===== config.mk =====
export PLATFORM = sky130hd
export DESIGN_NAME = multi_channel_servo_ramp_controller_flat
export DESIGN_NICKNAME = d
export VERILOG_FILES = /design/src/hw/rtl/smrc_pkg.sv /design/src/hw/rtl/smrc_if.sv /design/src/hw/rtl/multi_channel_servo_ramp_controller.sv /design/src/hw/rtl/smrc_apb_regs.sv /design/src/hw/rtl/smrc_chan_mem.sv /design/src/hw/rtl/smrc_tick_alu.sv /design/src/flat_wrapper.sv
export SDC_FILE = /design/constraint.sdc
export NUM_CORES = 1
export LEC_CHECK = 0
export BUFFER_PORTS_ARGS = -buffer_cell sky130_fd_sc_hd__buf_4
export CAP_MARGIN = 20
export CORE_MARGIN = 10
export CORE_UTILIZATION = 40
export CTS_CLUSTER_DIAMETER = 150
export DETAILED_ROUTE_END_ITERATION = 8
export PLACE_DENSITY_LB_ADDON = 0.15
export REMOVE_ABC_BUFFERS = 1
export SKIP_CTS_REPAIR_TIMING = 1
export SLEW_MARGIN = 20
export SYNTH_ARGS = -nofsm -noshare
export SYNTH_HDL_FRONTEND = slang
export SYNTH_HIERARCHICAL = 1
export SYNTH_SLANG_ARGS = --single-unit

===== constraint.sdc =====
create_clock -name clk_i -period 20.2 [get_ports clk_i]
set_clock_uncertainty 0.1 [all_clocks]
set_input_delay 3.03 -clock clk_i [delete_from_list [all_inputs] [get_ports clk_i]]
set_output_delay 3.03 -clock clk_i [all_outputs]
set_load 0.05 [all_outputs]

===== src/hw/rtl/smrc_pkg.sv =====
// Package for the multi-channel servo ramp controller.
// Holds item codes, mode codes, the channel entry type and reset constants.
// No dependencies.
package smrc_pkg;

  localparam int CHANNELS_DEF = 16;

  localparam logic [1:0] KIND_INIT = 2'd0;
  localparam logic [1:0] KIND_SET  = 2'd1;
  localparam logic [1:0] KIND_TICK = 2'd2;

  localparam logic [2:0] MODE_NORMAL      = 3'd0;
  localparam logic [2:0] MODE_RAMP_UP     = 3'd1;
  localparam logic [2:0] MODE_RAMP_DOWN   = 3'd2;
  localparam logic [2:0] MODE_DEAD_LOW    = 3'd3;
  localparam logic [2:0] MODE_ACTIVE_HIGH = 3'd4;
  localparam logic [2:0] MODE_NO_UPDATE   = 3'd5;

  localparam logic [7:0] STEP_RESET = 8'd5;

  localparam logic [2:0] REG_STEP_SIZE = 3'd0;

  typedef struct packed {
    logic [7:0] angle;
    logic [2:0] mode;
    logic       enable;
    logic [7:0] low;
    logic [7:0] high;
  } chan_entry_t;

  typedef struct packed {
    logic [7:0] angle;
    logic [2:0] mode;
    logic       changed;
  } tick_res_t;

  localparam chan_entry_t ENTRY_RESET = '{
    angle:  8'd0,
    mode:   MODE_NO_UPDATE,
    enable: 1'b0,
    low:    8'd0,
    high:   8'd0
  };

endpackage


===== src/hw/rtl/smrc_if.sv =====
// Request and result channel interfaces of the servo ramp controller.
// Valid/ready handshake; no dependencies.
interface smrc_req_if;
  logic       valid;
  logic       ready;
  logic [1:0] kind;
  logic [3:0] channel;
  logic [7:0] low_angle;
  logic [7:0] high_angle;
  logic [2:0] mode;
  logic       enable;

  modport source (output valid, kind, channel, low_angle, high_angle, mode, enable,
                  input ready);
  modport sink (input valid, kind, channel, low_angle, high_angle, mode, enable,
                output ready);
endinterface

interface smrc_res_if;
  logic       valid;
  logic       ready;
  logic [3:0] out_channel;
  logic [7:0] angle;
  logic       last;

  modport source (output valid, out_channel, angle, last, input ready);
  modport sink (input valid, out_channel, angle, last, output ready);
endinterface


===== src/hw/rtl/multi_channel_servo_ramp_controller.sv =====
// Multi-channel servo ramp controller, top level. Channel state lives in one
// single-port-write memory that is read, updated and written back one channel
// per cycle while results are not held off. A tick request walks the memory
// one channel after another; an init or a set request reads its channel and
// then writes it back. Result back-pressure can stall a tick or an init.
// One result is held back until the next changed channel or the end of the
// walk, so that the final result of a tick carries the last mark.
// Depends on smrc_pkg, smrc_if, smrc_apb_regs, smrc_chan_mem, smrc_tick_alu.
module multi_channel_servo_ramp_controller #(
  parameter int CHANNELS = smrc_pkg::CHANNELS_DEF
) (
  input  logic        clk_i,
  input  logic        rst_ni,
  smrc_req_if.sink    req_i,
  smrc_res_if.source  res_o,
  input  logic        psel,
  input  logic        penable,
  input  logic        pwrite,
  input  logic [2:0]  paddr,
  input  logic [31:0] pwdata,
  output logic [31:0] prdata,
  output logic        pready
);
  import smrc_pkg::*;

  localparam int AW = (CHANNELS > 1) ? $clog2(CHANNELS) : 1;

  typedef enum logic [2:0] {
    ST_IDLE,
    ST_INIT,
    ST_SET,
    ST_TICK,
    ST_FLUSH
  } state_e;

  state_e      state_q;
  logic [7:0]  step;

  logic [AW-1:0] item_ch_q;
  logic [7:0]    item_lo_q;
  logic [7:0]    item_hi_q;
  logic [2:0]    item_mode_q;
  logic          item_en_q;

  logic [AW-1:0] idx_q;

  logic          pend_valid_q;
  logic [3:0]    pend_ch_q;
  logic [7:0]    pend_angle_q;

  logic          out_valid_q;
  logic [3:0]    out_ch_q;
  logic [7:0]    out_angle_q;
  logic          out_last_q;

  logic          accept;
  logic          chan_ok;
  logic          slot_free;
  logic          last_idx;
  logic          adv;
  logic          out_load;
  logic          re;
  logic [AW-1:0] raddr;
  logic          we;
  logic [AW-1:0] waddr;
  chan_entry_t   wdata;
  chan_entry_t   ent;
  tick_res_t     tres;

  smrc_apb_regs u_regs (
    .clk_i   (clk_i),
    .rst_ni  (rst_ni),
    .psel    (psel),
    .penable (penable),
    .pwrite  (pwrite),
    .paddr   (paddr),
    .pwdata  (pwdata),
    .prdata  (prdata),
    .pready  (pready),
    .step_o  (step)
  );

  smrc_chan_mem #(
    .CHANNELS (CHANNELS),
    .AW       (AW)
  ) u_mem (
    .clk_i   (clk_i),
    .rst_ni  (rst_ni),
    .re_i    (re),
    .raddr_i (raddr),
    .we_i    (we),
    .waddr_i (waddr),
    .wdata_i (wdata),
    .rdata_o (ent)
  );

  smrc_tick_alu u_alu (
    .entry_i (ent),
    .step_i  (step),
    .res_o   (tres)
  );

  assign req_i.ready = (state_q == ST_IDLE);
  assign accept      = req_i.valid && (state_q == ST_IDLE);
  assign chan_ok     = (32'(req_i.channel) < CHANNELS);
  assign slot_free   = !out_valid_q || res_o.ready;
  assign last_idx    = (idx_q == AW'(CHANNELS - 1));
  assign adv         = !(tres.changed && pend_valid_q && !slot_free);
  assign out_load    = ((state_q == ST_INIT) && slot_free) ||
                       ((state_q == ST_TICK) && adv && tres.changed && pend_valid_q) ||
                       ((state_q == ST_FLUSH) && pend_valid_q && slot_free);

  always_comb begin
    re    = 1'b0;
    raddr = idx_q;
    we    = 1'b0;
    waddr = item_ch_q;
    wdata = ent;
    case (state_q)
      ST_IDLE: begin
        if (accept) begin
          if (req_i.kind == KIND_TICK) begin
            re    = 1'b1;
            raddr = '0;
          end else if ((req_i.kind == KIND_INIT || req_i.kind == KIND_SET) && chan_ok) begin
            re    = 1'b1;
            raddr = AW'(req_i.channel);
          end
        end
      end
      ST_INIT: begin
        we          = slot_free;
        wdata.angle = item_lo_q;
        wdata.mode  = MODE_NO_UPDATE;
        wdata.low   = item_lo_q;
        wdata.high  = item_hi_q;
      end
      ST_SET: begin
        we           = 1'b1;
        wdata.mode   = item_mode_q;
        wdata.enable = item_en_q;
      end
      ST_TICK: begin
        re          = 1'b1;
        raddr       = (!adv || last_idx) ? idx_q : idx_q + 1'b1;
        we          = adv;
        waddr       = idx_q;
        wdata.angle = tres.angle;
        wdata.mode  = tres.mode;
      end
      default: begin
        re = 1'b0;
      end
    endcase
  end

  always_ff @(posedge clk_i or negedge rst_ni) begin
    if (!rst_ni) begin
      state_q      <= ST_IDLE;
      idx_q        <= '0;
      pend_valid_q <= 1'b0;
      out_valid_q  <= 1'b0;
    end else begin
      out_valid_q <= out_load || (out_valid_q && !res_o.ready);
      case (state_q)
        ST_IDLE: begin
          if (accept) begin
            item_ch_q   <= AW'(req_i.channel);
            item_lo_q   <= req_i.low_angle;
            item_hi_q   <= req_i.high_angle;
            item_mode_q <= req_i.mode;
            item_en_q   <= req_i.enable;
            if (req_i.kind == KIND_TICK) begin
              idx_q   <= '0;
              state_q <= ST_TICK;
            end else if (req_i.kind == KIND_INIT && chan_ok) begin
              state_q <= ST_INIT;
            end else if (req_i.kind == KIND_SET && chan_ok) begin
              state_q <= ST_SET;
            end
          end
        end
        ST_INIT: begin
          if (slot_free) begin
            out_ch_q    <= 4'(item_ch_q);
            out_angle_q <= item_lo_q;
            out_last_q  <= 1'b1;
            state_q     <= ST_IDLE;
          end
        end
        ST_SET: begin
          state_q <= ST_IDLE;
        end
        ST_TICK: begin
          if (adv) begin
            if (tres.changed) begin
              if (pend_valid_q) begin
                out_ch_q    <= pend_ch_q;
                out_angle_q <= pend_angle_q;
                out_last_q  <= 1'b0;
              end
              pend_valid_q <= 1'b1;
              pend_ch_q    <= 4'(idx_q);
              pend_angle_q <= tres.angle;
            end
            if (last_idx) begin
              state_q <= ST_FLUSH;
            end else begin
              idx_q <= idx_q + 1'b1;
            end
          end
        end
        ST_FLUSH: begin
          if (!pend_valid_q) begin
            state_q <= ST_IDLE;
          end else if (slot_free) begin
            out_ch_q     <= pend_ch_q;
            out_angle_q  <= pend_angle_q;
            out_last_q   <= 1'b1;
            pend_valid_q <= 1'b0;
            state_q      <= ST_IDLE;
          end
        end
        default: begin
          state_q <= ST_IDLE;
        end
      endcase
    end
  end

  assign res_o.valid       = out_valid_q;
  assign res_o.out_channel = out_ch_q;
  assign res_o.angle       = out_angle_q;
  assign res_o.last        = out_last_q;

endmodule


===== src/hw/rtl/smrc_apb_regs.sv =====
// APB-style configuration register file holding the ramp step size.
// Depends on smrc_pkg.
module smrc_apb_regs (
  input  logic       clk_i,
  input  logic       rst_ni,
  input  logic       psel,
  input  logic       penable,
  input  logic       pwrite,
  input  logic [2:0] paddr,
  input  logic [31:0] pwdata,
  output logic [31:0] prdata,
  output logic       pready,
  output logic [7:0] step_o
);
  import smrc_pkg::*;

  logic [7:0] step_q, step_d;
  logic       hit;

  assign pready = 1'b1;
  assign hit    = (paddr[2] == REG_STEP_SIZE[2]);

  always_comb begin
    step_d = step_q;
    if (psel && penable && pwrite && hit) begin
      step_d = pwdata[7:0];
    end
  end

  always_ff @(posedge clk_i or negedge rst_ni) begin
    if (!rst_ni) begin
      step_q <= STEP_RESET;
    end else begin
      step_q <= step_d;
    end
  end

  assign prdata = hit ? {24'd0, step_q} : 32'd0;
  assign step_o = step_q;

endmodule


===== src/hw/rtl/smrc_chan_mem.sv =====
// Per-channel state memory with one write and one registered read port.
// Entries not yet written read as the reset entry. Depends on smrc_pkg.
module smrc_chan_mem #(
  parameter int CHANNELS = smrc_pkg::CHANNELS_DEF,
  parameter int AW       = (CHANNELS > 1) ? $clog2(CHANNELS) : 1
) (
  input  logic                  clk_i,
  input  logic                  rst_ni,
  input  logic                  re_i,
  input  logic [AW-1:0]         raddr_i,
  input  logic                  we_i,
  input  logic [AW-1:0]         waddr_i,
  input  smrc_pkg::chan_entry_t wdata_i,
  output smrc_pkg::chan_entry_t rdata_o
);
  import smrc_pkg::*;

  chan_entry_t         mem_q [CHANNELS];
  logic [CHANNELS-1:0] valid_q;
  chan_entry_t         rdata_q;
  logic                rvalid_q;

  always_ff @(posedge clk_i) begin
    if (we_i) begin
      mem_q[waddr_i] <= wdata_i;
    end
    if (re_i) begin
      rdata_q <= mem_q[raddr_i];
    end
  end

  always_ff @(posedge clk_i or negedge rst_ni) begin
    if (!rst_ni) begin
      valid_q  <= '0;
      rvalid_q <= 1'b0;
    end else begin
      if (we_i) begin
        valid_q[waddr_i] <= 1'b1;
      end
      if (re_i) begin
        rvalid_q <= valid_q[raddr_i];
      end
    end
  end

  assign rdata_o = rvalid_q ? rdata_q : ENTRY_RESET;

endmodule


===== src/hw/rtl/smrc_tick_alu.sv =====
// Per-channel tick update: normal, ramp, dead-low and active-high modes.
// Depends on smrc_pkg.
module smrc_tick_alu (
  input  smrc_pkg::chan_entry_t entry_i,
  input  logic [7:0]            step_i,
  output smrc_pkg::tick_res_t   res_o
);
  import smrc_pkg::*;

  logic [8:0] sum;
  logic [8:0] diff;
  logic       up_hit;
  logic       down_hit;
  logic [7:0] new_angle;
  logic [2:0] new_mode;

  assign sum      = {1'b0, entry_i.angle} + {1'b0, step_i};
  assign diff     = {1'b0, entry_i.angle} - {1'b0, step_i};
  assign up_hit   = (sum >= {1'b0, entry_i.high});
  assign down_hit = diff[8] || (diff[7:0] <= entry_i.low);

  always_comb begin
    new_angle = entry_i.angle;
    new_mode  = entry_i.mode;
    case (entry_i.mode)
      MODE_NORMAL: begin
        new_angle = entry_i.enable ? entry_i.high : entry_i.low;
        new_mode  = MODE_NO_UPDATE;
      end
      MODE_RAMP_UP, MODE_ACTIVE_HIGH: begin
        if (entry_i.enable) begin
          new_angle = up_hit ? entry_i.high : sum[7:0];
          if (up_hit && (entry_i.mode == MODE_RAMP_UP)) begin
            new_mode = MODE_RAMP_DOWN;
          end
        end
      end
      MODE_RAMP_DOWN, MODE_DEAD_LOW: begin
        if (entry_i.enable) begin
          new_angle = down_hit ? entry_i.low : diff[7:0];
          if (down_hit && (entry_i.mode == MODE_RAMP_DOWN)) begin
            new_mode = MODE_RAMP_UP;
          end
        end
      end
      default: begin
        new_angle = entry_i.angle;
      end
    endcase
  end

  assign res_o.angle   = new_angle;
  assign res_o.mode    = new_mode;
  assign res_o.changed = (new_angle != entry_i.angle);

endmodule


===== src/flat_wrapper.sv =====
// flat-port wrapper written by rule: the top's interface ports become plain ports
module multi_channel_servo_ramp_controller_flat import smrc_pkg::*;
#(
  parameter int CHANNELS = smrc_pkg::CHANNELS_DEF
)
  (clk_i, rst_ni, psel, penable, pwrite, paddr, pwdata, prdata, pready, req_i_valid, req_i_kind, req_i_channel, req_i_low_angle, req_i_high_angle, req_i_mode, req_i_enable, req_i_ready, res_o_valid, res_o_out_channel, res_o_angle, res_o_last, res_o_ready);
  smrc_req_if req_i_i ();
  smrc_res_if res_o_i ();
  input  logic clk_i;
  input  logic rst_ni;
  input  logic psel;
  input  logic penable;
  input  logic pwrite;
  input  logic [2:0] paddr;
  input  logic [31:0] pwdata;
  output logic [31:0] prdata;
  output logic pready;
  input wire logic [$bits(req_i_i.valid)-1:0] req_i_valid;
  input wire logic [$bits(req_i_i.kind)-1:0] req_i_kind;
  input wire logic [$bits(req_i_i.channel)-1:0] req_i_channel;
  input wire logic [$bits(req_i_i.low_angle)-1:0] req_i_low_angle;
  input wire logic [$bits(req_i_i.high_angle)-1:0] req_i_high_angle;
  input wire logic [$bits(req_i_i.mode)-1:0] req_i_mode;
  input wire logic [$bits(req_i_i.enable)-1:0] req_i_enable;
  output wire logic [$bits(req_i_i.ready)-1:0] req_i_ready;
  output wire logic [$bits(res_o_i.valid)-1:0] res_o_valid;
  output wire logic [$bits(res_o_i.out_channel)-1:0] res_o_out_channel;
  output wire logic [$bits(res_o_i.angle)-1:0] res_o_angle;
  output wire logic [$bits(res_o_i.last)-1:0] res_o_last;
  input wire logic [$bits(res_o_i.ready)-1:0] res_o_ready;
  assign req_i_i.valid = req_i_valid;
  assign req_i_i.kind = req_i_kind;
  assign req_i_i.channel = req_i_channel;
  assign req_i_i.low_angle = req_i_low_angle;
  assign req_i_i.high_angle = req_i_high_angle;
  assign req_i_i.mode = req_i_mode;
  assign req_i_i.enable = req_i_enable;
  assign req_i_ready = req_i_i.ready;
  assign res_o_valid = res_o_i.valid;
  assign res_o_out_channel = res_o_i.out_channel;
  assign res_o_angle = res_o_i.angle;
  assign res_o_last = res_o_i.last;
  assign res_o_i.ready = res_o_ready;
  multi_channel_servo_ramp_controller #(.CHANNELS(CHANNELS)) u_core (.clk_i(clk_i), .rst_ni(rst_ni), .req_i(req_i_i), .res_o(res_o_i), .psel(psel), .penable(penable), .pwrite(pwrite), .paddr(paddr), .pwdata(pwdata), .prdata(prdata), .pready(pready));
endmodule

==> reports/qor.yml, run 1 <==
cts_buffers: 57
synth_cells: 1347
grt_usage_pct: 17.9
wl_met1_microns: 27500
synth.distinct_cells: 101
max_slew.worst_pin.slew_ns: 1.12
crit_required_ns: 20.46
cellPowerDensity_nw_per_um2: 163
start_util_pct: 40.4
vias: 12968
relSlewSlack_pct: 24.3
h-tree-depth: 2
drive_above_1_share_pct: 31.1
ys.flop_type: "edfxtp_1"
tns_ns: 0
hold_viol_final: 0
worstPathArrival_ns: 10.44
crit_fanout: 48
vias_per_cell: 5.69
antenna_found_initial: 1
peakVddDrop_v: 0.0000840
synth_top_area_cell: "edfxtp_1"
slew_violations: 0
cts-root-buf: "clkbuf_16"
cap_violations: 0
yosys-top-cells-count: "edfxtp_1 (525), mux4_2 (144), nor2_1 (52)"
p_leak_nw: 9.10
final_area_sq_um: 27600
rsz0062_at_grt: "false"
max_stage_delay_ns: 0.88
fin_crit_ns: 10.18
final_nets: 1552
grt_pass1_wl_microns: 92400
worstHoldPathCells: 1
ff2ff_path_depth: 28
first_pass_iters: 5
place_area_sq_um: 25900
cp_slowest_cell: "a221oi_4"
area_growth_pct: 13.1
finalWeightedCongestion: 0.899
clock_sinks: 559
top_layer_used: "met4"
power.total_w: 0.00450
met2_length_microns: 31200
core-area_sq_um: 60500
synth_edf_count: 525
yosysWarnings: 6
yosys_register_bits: 559
synth.most_common_cell: "edfxtp_1"
crit_type: "reg2reg"
period_share_pct: 50.4
wire_per_inst_microns: 28.0
avgSynthCellArea_sq_um: 18.1
portBuffers: 64
clkTransAtPathRegs_ns: 0.06
ant_nets: 0
die_area_sq_um: 71400
hold_path.class: "reg2reg"
fmax_mhz: 98.2
drt_iter0_markers: 1231
fp.dieW_microns: 267
synthTopCellsByArea: "edfxtp_1 (65%), mux4_2 (13%), dfrtp_1 (3.3%)"
critPathCaptureType: "flop"
clk_latency_ns: 0.62
postSynth.asyncResetShare_pct: 6.08
synth.cell_area_sq_um: 24400
io_pins: 116
grt-ovfl-total: 0
dp_hpwl_microns: 38000
met3WireLength_microns: 3610
setup_viol: 0
synth_seq_area_share_pct: 68.0
clock_path_buffers: 3
die_h_microns: 267
wl_microns: 63900
grt_max_degree: 60
grt_pass1_vias: 13191
critPathLaunchType: "flop"
cts_tree: "done"
fillers: 5153
drc: 0
rows: 90
netlist.area_leader.share_pct: 64.5
outcome: "completed"
## cell usage in the layout (no fill, tap or decap), types with 8 or more instances in the layout
cell	instances
clkinv_1	15
clkbuf_16	57
a21oi_1	38
a211oi_1	11
o21ai_0	34
and2_1	27
buf_4	105
clkinv_2	16
nor2_1	40
and2b_2	8
mux2_2	38
or2_2	20
nor2b_1	11
mux2i_1	23
ha_1	33
nand2b_1	16
dfrtp_1	31
xnor2_1	10
edfxtp_1	525
conb_1	25
a31oi_1	11
inv_1	39
nor2_4	13
mux4_2	144
nand2_1	40
## worst paths after layout
kind / slack [ns] / startpoint / endpoint
hold / removal: 0.36 / u_core/u_mem/valid_q[12] / u_core/u_mem/valid_q[12]
hold reg to reg: 0.36 / u_core/u_mem/valid_q[12] / u_core/u_mem/valid_q[12]
setup reg to reg: 10.02 / u_core/u_mem/rvalid_q / u_core/u_mem/rdata_q[19]
min in group asynchronous: 2.29 / rst_ni / u_core/u_mem/valid_q[9]
max in group asynchronous: 17.34 / rst_ni / u_core/u_regs/step_o[2]
setup / recovery: 10.02 / u_core/u_mem/rvalid_q / u_core/u_mem/rdata_q[19]
## per-layer routing
metal  vias to the layer above  global-route usage, %
met5                         -                      0
met3                        87                   3.26
met1                      6901                   24.1
li1                       5580                      -
met2                       400                   29.4
met4                         0                   5.19
## kinds of logic (layout without fill, tap and decap cells)
logic type / Yosys count / count (layout) / share of synthesized area [%]
AO/OA/AOI/OAI: 165 / 165 / 4.72
adder cells (fa/ha/maj): 36 / 36 / 1.89
XOR/XNOR: 13 / 13 / 0.466
AND/OR/NAND/NOR: 239 / 239 / 5.79
flip-flops: 559 / 559 / 68.0
multiplexers: 206 / 206 / 16.0
other: 2 / 26 / 0.0307
buffers and inverters: 127 / 252 / 3.06
## sequential cells by signal (all words and copies together), names as in the netlist, 8 cells and up
signal,cells
u_core/item_hi_q,8
u_core/item_lo_q,8
u_core/pend_angle_q,8
u_core/res_o.angle,8
u_core/u_mem/mem_q,448
u_core/u_mem/rdata_q,28
u_core/u_mem/valid_q,16
u_core/u_regs/step_o,8
## area by class of cell
type,count,area [sq um],share of cell area (%)
repair buffers,106,800,2.89
clock inverters,41,307,1.11
multi-input cells,684,7330,26.5
inverters,41,154,0.557
clock buffers,64,1450,5.25
flip-flops and latches,559,16600,60.1
well taps,782,978,3.54
diodes,1,2.50,0.00905
## through the flow
step | util (%) | worst slack [ns] | std cells | hold WS [ns]
2_1_floorplan | - | -2.21 | 1284 | 0.334
3_3_place_gp | 42.8 | 9.79 | 2172 | 0.346
3_5_place_dp | 42.8 | 9.83 | 2172 | 0.349
4_1_cts | 45.7 | 9.83 | 2277 | 0.367
5_1_grt | 45.7 | 9.43 | 2277 | 0.377
6_report | 45.7 | 10.02 | 2278 | 0.364
## report_power, final
group	internal, W	switching [W]
logic	0.000728	0.00112
registers	0.00160	0.0000529
clock network	0.000557	0.000445
## worst max-delay path, delay by kind of cell (launching register included)
family	cells	cell delay, ns
muxes	3	1.27
adders and majority gates	3	0.98
DFF	1	0.33
buffers and inverters	5	1.68
and+or+nand+nor	10	2.78
AOI/OAI and AO/OA	7	2.65
(Power assumes the default switching activity.)
==> run 2, diff against run 1 <==
==> constraint.sdc (replaced) <==
create_clock -name clk_i -period 8.5 [get_ports clk_i]
set_clock_uncertainty 0.1 [all_clocks]
set_input_delay 1.275 -clock clk_i [delete_from_list [all_inputs] [get_ports clk_i]]
set_output_delay 1.275 -clock clk_i [all_outputs]
set_load 0.05 [all_outputs]
==> run 2 against run 1 <==
Compared with the run above: sequential share of layout area down 1.1 points; setup slack got worse by 9.6 ns; power is 140% higher; core utilization rose by 0.85 points; largest cell class unchanged; wire length rose by 2.1%; global-route usage grew 0.34 points; register-to-register slack worse by 9.6 ns; die area unchanged; critical path type unchanged.
==> reports/qor.yml, run 2 (synthesized netlist as in run 1, its figures left out) <==
critPathCaptureType: "flop"  # unchanged
vias: 13098  # was 12968
rsz0062_at_grt: "false"  # unchanged
cellPowerDensity_nw_per_um2: 392  # was 163 nW/um^2
grt_max_degree: 38  # was 60
area_growth_pct: 15.3  # was 13.1%
outcome: "completed"  # unchanged
n_antenna_cell: 0  # was 1
final_common_cell: "edfxtp_1"  # unchanged
grt-ovfl-total: 0  # unchanged
timing.hold.ws_ns: 0.362  # was 0.364 ns
final_area_sq_um: 28200  # was 27600 sq um
place_area_sq_um: 26300  # was 25900 sq um
fin_crit_ns: 8.10  # was 10.18 ns
die_area_sq_um: 71400  # unchanged
max_slew.worst_pin.slew_ns: 1.05  # was 1.12 ns
worstPathArrival_ns: 8.36  # was 10.44 ns
fmax_mhz: 123  # was 98.2 MHz
regMostFlops: "u_core/u_mem/mem_q"  # unchanged
period_share_pct: 95.3  # was 50.4%
cts-root-buf: "clkbuf_16"  # unchanged
crit_type: "reg2reg"  # unchanged
max_stage_delay_ns: 0.59  # was 0.88 ns
grt_pass1_wl_microns: 94300  # was 92400 microns
ant_nets: 0  # unchanged
post-route-util_pct: 46.6  # was 45.7%
first_pass_iters: 5  # unchanged
setup_viol: 0  # unchanged
slew_violations: 0  # unchanged
finalWeightedCongestion: 0.924  # was 0.899
final_nets: 1585  # was 1552
crit_fanout: 13  # was 48
clock_sinks: 559  # unchanged
tns_ns: 0  # unchanged
antenna_found_initial: 2  # was 1
clock_path_buffers: 3  # unchanged
wl_microns: 65200  # was 63900 microns
hold_viol_final: 0  # unchanged
largest_reg_flops: 448  # unchanged
dp_cells: 2205  # was 2172
cts_buffers: 57  # unchanged
relSlewSlack_pct: 29.5  # was 24.3%
cts_tree: "done"  # unchanged
vias_per_cell: 5.68  # was 5.69
grt_usage_pct: 18.3  # was 17.9%
die_h_microns: 267  # unchanged
fillers: 5101  # was 5153
drive_above_1_share_pct: 32.4  # was 31.1%
layout_common_cells: "edfxtp_1 (525), mux4_2 (144), buf_4 (121), clkbuf_16 (58)"  # was edfxtp_1 (525), mux4_2 (144), buf_4 (105), clkbuf_16 (57)
rows: 90  # unchanged
cpMostUsedCell: "buf_4"
hold_path.class: "reg2reg"  # unchanged
critPathLaunchType: "flop"  # unchanged
drc: 0  # unchanged
start_util_pct: 40.4  # unchanged
cap_violations: 0  # unchanged
reg_top3: "u_core/u_mem/mem_q x448, u_core/u_mem/rdata_q x28, u_core/u_mem/valid_q x16"  # unchanged
crit_required_ns: 8.76  # was 20.46 ns
io_pins: 116  # unchanged
peakVddDrop_v: 0.000183  # was 0.0000840 V
dp_hpwl_microns: 39900  # was 38000 microns
portBuffers: 64  # unchanged
fin_cells: 2306  # was 2278
clkTransAtPathRegs_ns: 0.06  # about the same
clk_latency_ns: 0.63  # was 0.62 ns
wire_per_inst_microns: 28.3  # was 28.0 microns
drt_iter0_markers: 1219  # was 1231
p_leak_nw: 9.35  # was 9.10 nW
core-area_sq_um: 60500  # unchanged
grt_pass1_vias: 13301  # was 13191
fp.dieW_microns: 267  # unchanged
cp_slowest_cell: "dfrtp_1"  # was a221oi_4
h-tree-depth: 2  # unchanged
## run 2: changes by cell type in the layout (fill, tap and decap cells not counted), moves of 2 or more
cell / before / now
clkbuf_1: 7 / 10
buf_4: 105 / 121
buf_12: 0 / 18
clkinv_2: 16 / 11
bufinv_16: 3 / 5
clkinv_1: 15 / 11
## run 2: critical path: cells and delay by family, from the launching register on
family / cells / cell delay, ns
flops: 1 / 0.59
buf+inv: 6 / 1.05
compound gates: 7 / 2.21
fa+ha+maj: 2 / 0.80
mux: 3 / 1.21
simple gates: 10 / 1.83
## run 2: path summary, 6_finish.rpt
| check | startpoint | to | slack [ns] | cells past startpoint |
|---|---|---|---|---|
| min reg2reg | u_core/u_mem/valid_q[12] | u_core/u_mem/valid_q[12] | 0.36 | 1 |
| min | u_core/u_mem/valid_q[12] | u_core/u_mem/valid_q[12] | 0.36 | 1 |
| max | u_core/u_mem/rvalid_q | u_core/u_mem/rdata_q[22] | 0.40 | 28 |
| min in group asynchronous | rst_ni | u_core/u_regs/step_o[7] | 0.55 | 1 |
| max reg2reg | u_core/u_mem/rvalid_q | u_core/u_mem/rdata_q[22] | 0.40 | 28 |
| max in group asynchronous | rst_ni | u_core/u_regs/step_o[5] | 7.35 | 1 |
## run 2: per-stage QoR
stage          total power (W)  worst slack (ns)
2_1_floorplan          0.00701            -13.91
3_3_place_gp           0.00857             0.454
3_5_place_dp           0.00864             0.461
4_1_cts                 0.0111             0.436
5_1_grt                 0.0116            0.0510
6_report                0.0110             0.397
## run 2: cell type report
class                   instances  area, sq um  share of cell area, %
repair buffers                139         1270                   4.51
well taps                     782          978                   3.47
clock buffers                  68         1490                   5.29
clock inverters                33          328                   1.16
flip-flops and latches        559        16600                   59.0
multi-input cells             684         7330                   26.0
inverters                      41          154                  0.546
## run 2: per-layer routing
metal  global-route usage [%]  routed length [microns]  vias to the layer above
li1                         -                        -                     5644
met1                     26.2                    29500                     6968
met2                     28.4                    30400                      402
met3                     2.60                     3530                       84
met4                     5.83                     1750                        0
met5                        0                        0                        -
## run 2: power breakdown
part           internal (W)  switching (W)  total [W]
sequential          0.00381       0.000123    0.00393
clock               0.00140        0.00104    0.00244
combinational       0.00190        0.00275    0.00466
==> run 3, diff against run 2 <==
--- a/config.mk
+++ b/config.mk
@@ -7,7 +7,6 @@
 export LEC_CHECK = 0
 export BUFFER_PORTS_ARGS = -buffer_cell sky130_fd_sc_hd__buf_4
 export CAP_MARGIN = 20
-export CORE_MARGIN = 10
 export CORE_UTILIZATION = 40
 export CTS_CLUSTER_DIAMETER = 150
 export DETAILED_ROUTE_END_ITERATION = 8
==> constraint.sdc (replaced) <==
create_clock -name clk_i -period 8.8 [get_ports clk_i]
set_clock_uncertainty 0.1 [all_clocks]
set_input_delay 1.32 -clock clk_i [delete_from_list [all_inputs] [get_ports clk_i]]
set_output_delay 1.32 -clock clk_i [all_outputs]
set_load 0.05 [all_outputs]
==> run 3 against run 2 <==
Compared with the run above: sequential share of layout area is essentially flat; largest cell class unchanged; core utilization grew 0.12 points; worst hold slack gained 0.0045 ns; critical path depth is the same; count of clock-buffer cells in the layout grew 5; largest power group unchanged; critical endpoint is now u_core/u_mem/rdata_q[25]; global-route usage grew 2.8 points.
==> reports/qor.yml, run 3 (synthesized netlist as in run 1, its figures left out) <==
final_area_sq_um: 28200  # about the same
fp.dieW_microns: 249  # was 267 microns
place_area_sq_um: 26300  # about the same
crit_required_ns: 9.05  # was 8.76 ns
grt_max_degree: 51  # was 38
final_nets: 1582  # was 1585
met3WireLength_microns: 3890  # was 3530 microns
vias: 13039  # was 13098
drt_iter0_markers: 1169  # was 1219
cts_tree: "done"  # unchanged
vias_per_cell: 5.64  # was 5.68
rows: 90  # unchanged
worstHoldPathCells: 1  # unchanged
area_growth_pct: 15.3  # about the same
clkTransAtPathRegs_ns: 0.06  # about the same
layout_common_cells: "edfxtp_1 (525), mux4_2 (144), buf_4 (114), clkbuf_16 (59)"  # was edfxtp_1 (525), mux4_2 (144), buf_4 (121), clkbuf_16 (58)
critPathCaptureType: "flop"  # unchanged
r2r-start: "u_core/u_mem/rvalid_q"  # unchanged
post-route-util_pct: 46.7  # was 46.6%
n_antenna_cell: 0  # unchanged
wl_microns: 64400  # was 65200 microns
clk_latency_ns: 0.64  # was 0.63 ns
drc: 0  # unchanged
regMostFlops: "u_core/u_mem/mem_q"  # unchanged
grt_pass1_vias: 13272  # was 13301
wl_met1_microns: 28500  # was 29500 microns
antenna_found_initial: 0  # was 2
cp_slowest_cell: "mux4_2"  # was dfrtp_1
start_util_pct: 40.5  # was 40.4%
h-tree-depth: 2  # unchanged
final_common_cell: "edfxtp_1"  # unchanged
fmax_mhz: 125  # was 123 MHz
worstPathArrival_ns: 8.28  # was 8.36 ns
slew_violations: 0  # unchanged
grt-ovfl-total: 0  # unchanged
hp-start: "u_core/u_mem/valid_q[15]"  # was u_core/u_mem/valid_q[12]
peakVddDrop_v: 0.000176  # was 0.000183 V
p_leak_nw: 9.34  # was 9.35 nW
top_layer_used: "met4"  # unchanged
finalWeightedCongestion: 0.970  # was 0.924
period_share_pct: 91.3  # was 95.3%
die_area_sq_um: 62100  # was 71400 sq um
reg_top3: "u_core/u_mem/mem_q x448, u_core/u_mem/rdata_q x28, u_core/u_mem/valid_q x16"  # unchanged
grt_pass1_wl_microns: 93300  # was 94300 microns
die_h_microns: 249  # was 267 microns
critPathLaunchType: "flop"  # unchanged
ant_nets: 0  # unchanged
clock_path_buffers: 3  # unchanged
crit_type: "reg2reg"  # unchanged
ff2ff_path_depth: 28  # unchanged
rsz0062_at_grt: "false"  # unchanged
portBuffers: 64  # unchanged
largest_reg_flops: 448  # unchanged
hold_path.class: "reg2reg"  # unchanged
fin_crit_ns: 8.03  # was 8.10 ns
grt_usage_pct: 21.1  # was 18.3%
cts_buffers: 59  # was 57
cts-root-buf: "clkbuf_16"  # unchanged
cap_violations: 0  # unchanged
setup_viol: 0  # unchanged
setup.worst_path.start: "u_core/u_mem/rvalid_q"  # unchanged
dp_hpwl_microns: 38500  # was 39900 microns
relSlewSlack_pct: 24.3  # was 29.5%
io_pins: 116  # unchanged
max_slew.worst_pin.slew_ns: 1.12  # was 1.05 ns
outcome: "completed"  # unchanged
wire_per_inst_microns: 27.9  # was 28.3 microns
clock_sinks: 559  # unchanged
first_pass_iters: 5  # unchanged
hold_viol_final: 0  # unchanged
cellPowerDensity_nw_per_um2: 378  # was 392 nW/um^2
crit_fanout: 21  # was 13
met2_length_microns: 30100  # was 30400 microns
core-area_sq_um: 60400  # was 60500 sq um
max_stage_delay_ns: 0.54  # was 0.59 ns
drive_above_1_share_pct: 32.1  # was 32.4%
[run 3: changes by cell type in the layout (fill, tap and decap cells not counted), sizes merged]
cell / previous run / this run
buf: 139 / 134
clkbuf: 68 / 73
clkinv: 24 / 29
bufinv: 5 / 4
[run 3: power by group]
| part | switching [W] | internal, W | leakage (nW) | total [W] |
|---|---|---|---|---|
| combinational | 0.00263 | 0.00184 | 3.25 | 0.00447 |
| sequential | 0.000127 | 0.00368 | 5.19 | 0.00381 |
| clock | 0.00103 | 0.00135 | 0.897 | 0.00238 |
[run 3: metrics by stage]
step | hold slack [ns] | worst slack (ns) | instances | power, W | TNS [ns]
after floorplan | 0.334 | -13.61 | 1284 | 0.00680 | -380.55
after global placement | 0.345 | 0.763 | 2200 | 0.00828 | 0
after detailed placement | 0.349 | 0.803 | 2200 | 0.00833 | 0
after CTS | 0.366 | 0.740 | 2310 | 0.0107 | 0
after global routing | 0.389 | 0.251 | 2310 | 0.0112 | 0
final | 0.367 | 0.769 | 2310 | 0.0107 | 0
[run 3: worst max-delay path, delay by kind of cell, from the launching register on]
kind / cells / cell delay [ns]
adders and majority gates: 3 / 0.94
buffers and inverters: 5 / 0.78
muxes: 4 / 1.51
DFF: 1 / 0.42
and+or+nand+nor: 9 / 2.12
AOI/OAI and AO/OA: 7 / 1.89
[run 3: per-layer routing]
layer	global-route usage (%)	up-vias
li1	-	5630
met1	30.2	6867
met2	32.9	445
met3	3.56	97
met4	6.83	0
met5	0	-
[run 3: worst paths after layout]
check                                            to  slack (ns)
max                        u_core/u_mem/rdata_q[25]        0.77
min                        u_core/u_mem/valid_q[15]        0.37
max reg2reg                u_core/u_mem/rdata_q[25]        0.77
min reg2reg                u_core/u_mem/valid_q[15]        0.37
max in group asynchronous   u_core/u_regs/step_o[0]        7.65
min in group asynchronous           u_core/idx_q[0]        0.57
[run 3: final cells by class]
class | instances | area [sq um]
clock inverter | 37 | 320
timing repair buffer | 134 | 1260
tap | 782 | 978
multi-input combinational | 684 | 7330
fill | 5160 | 32200
sequential | 559 | 16600
inverter | 41 | 154
clock buffer | 73 | 1530
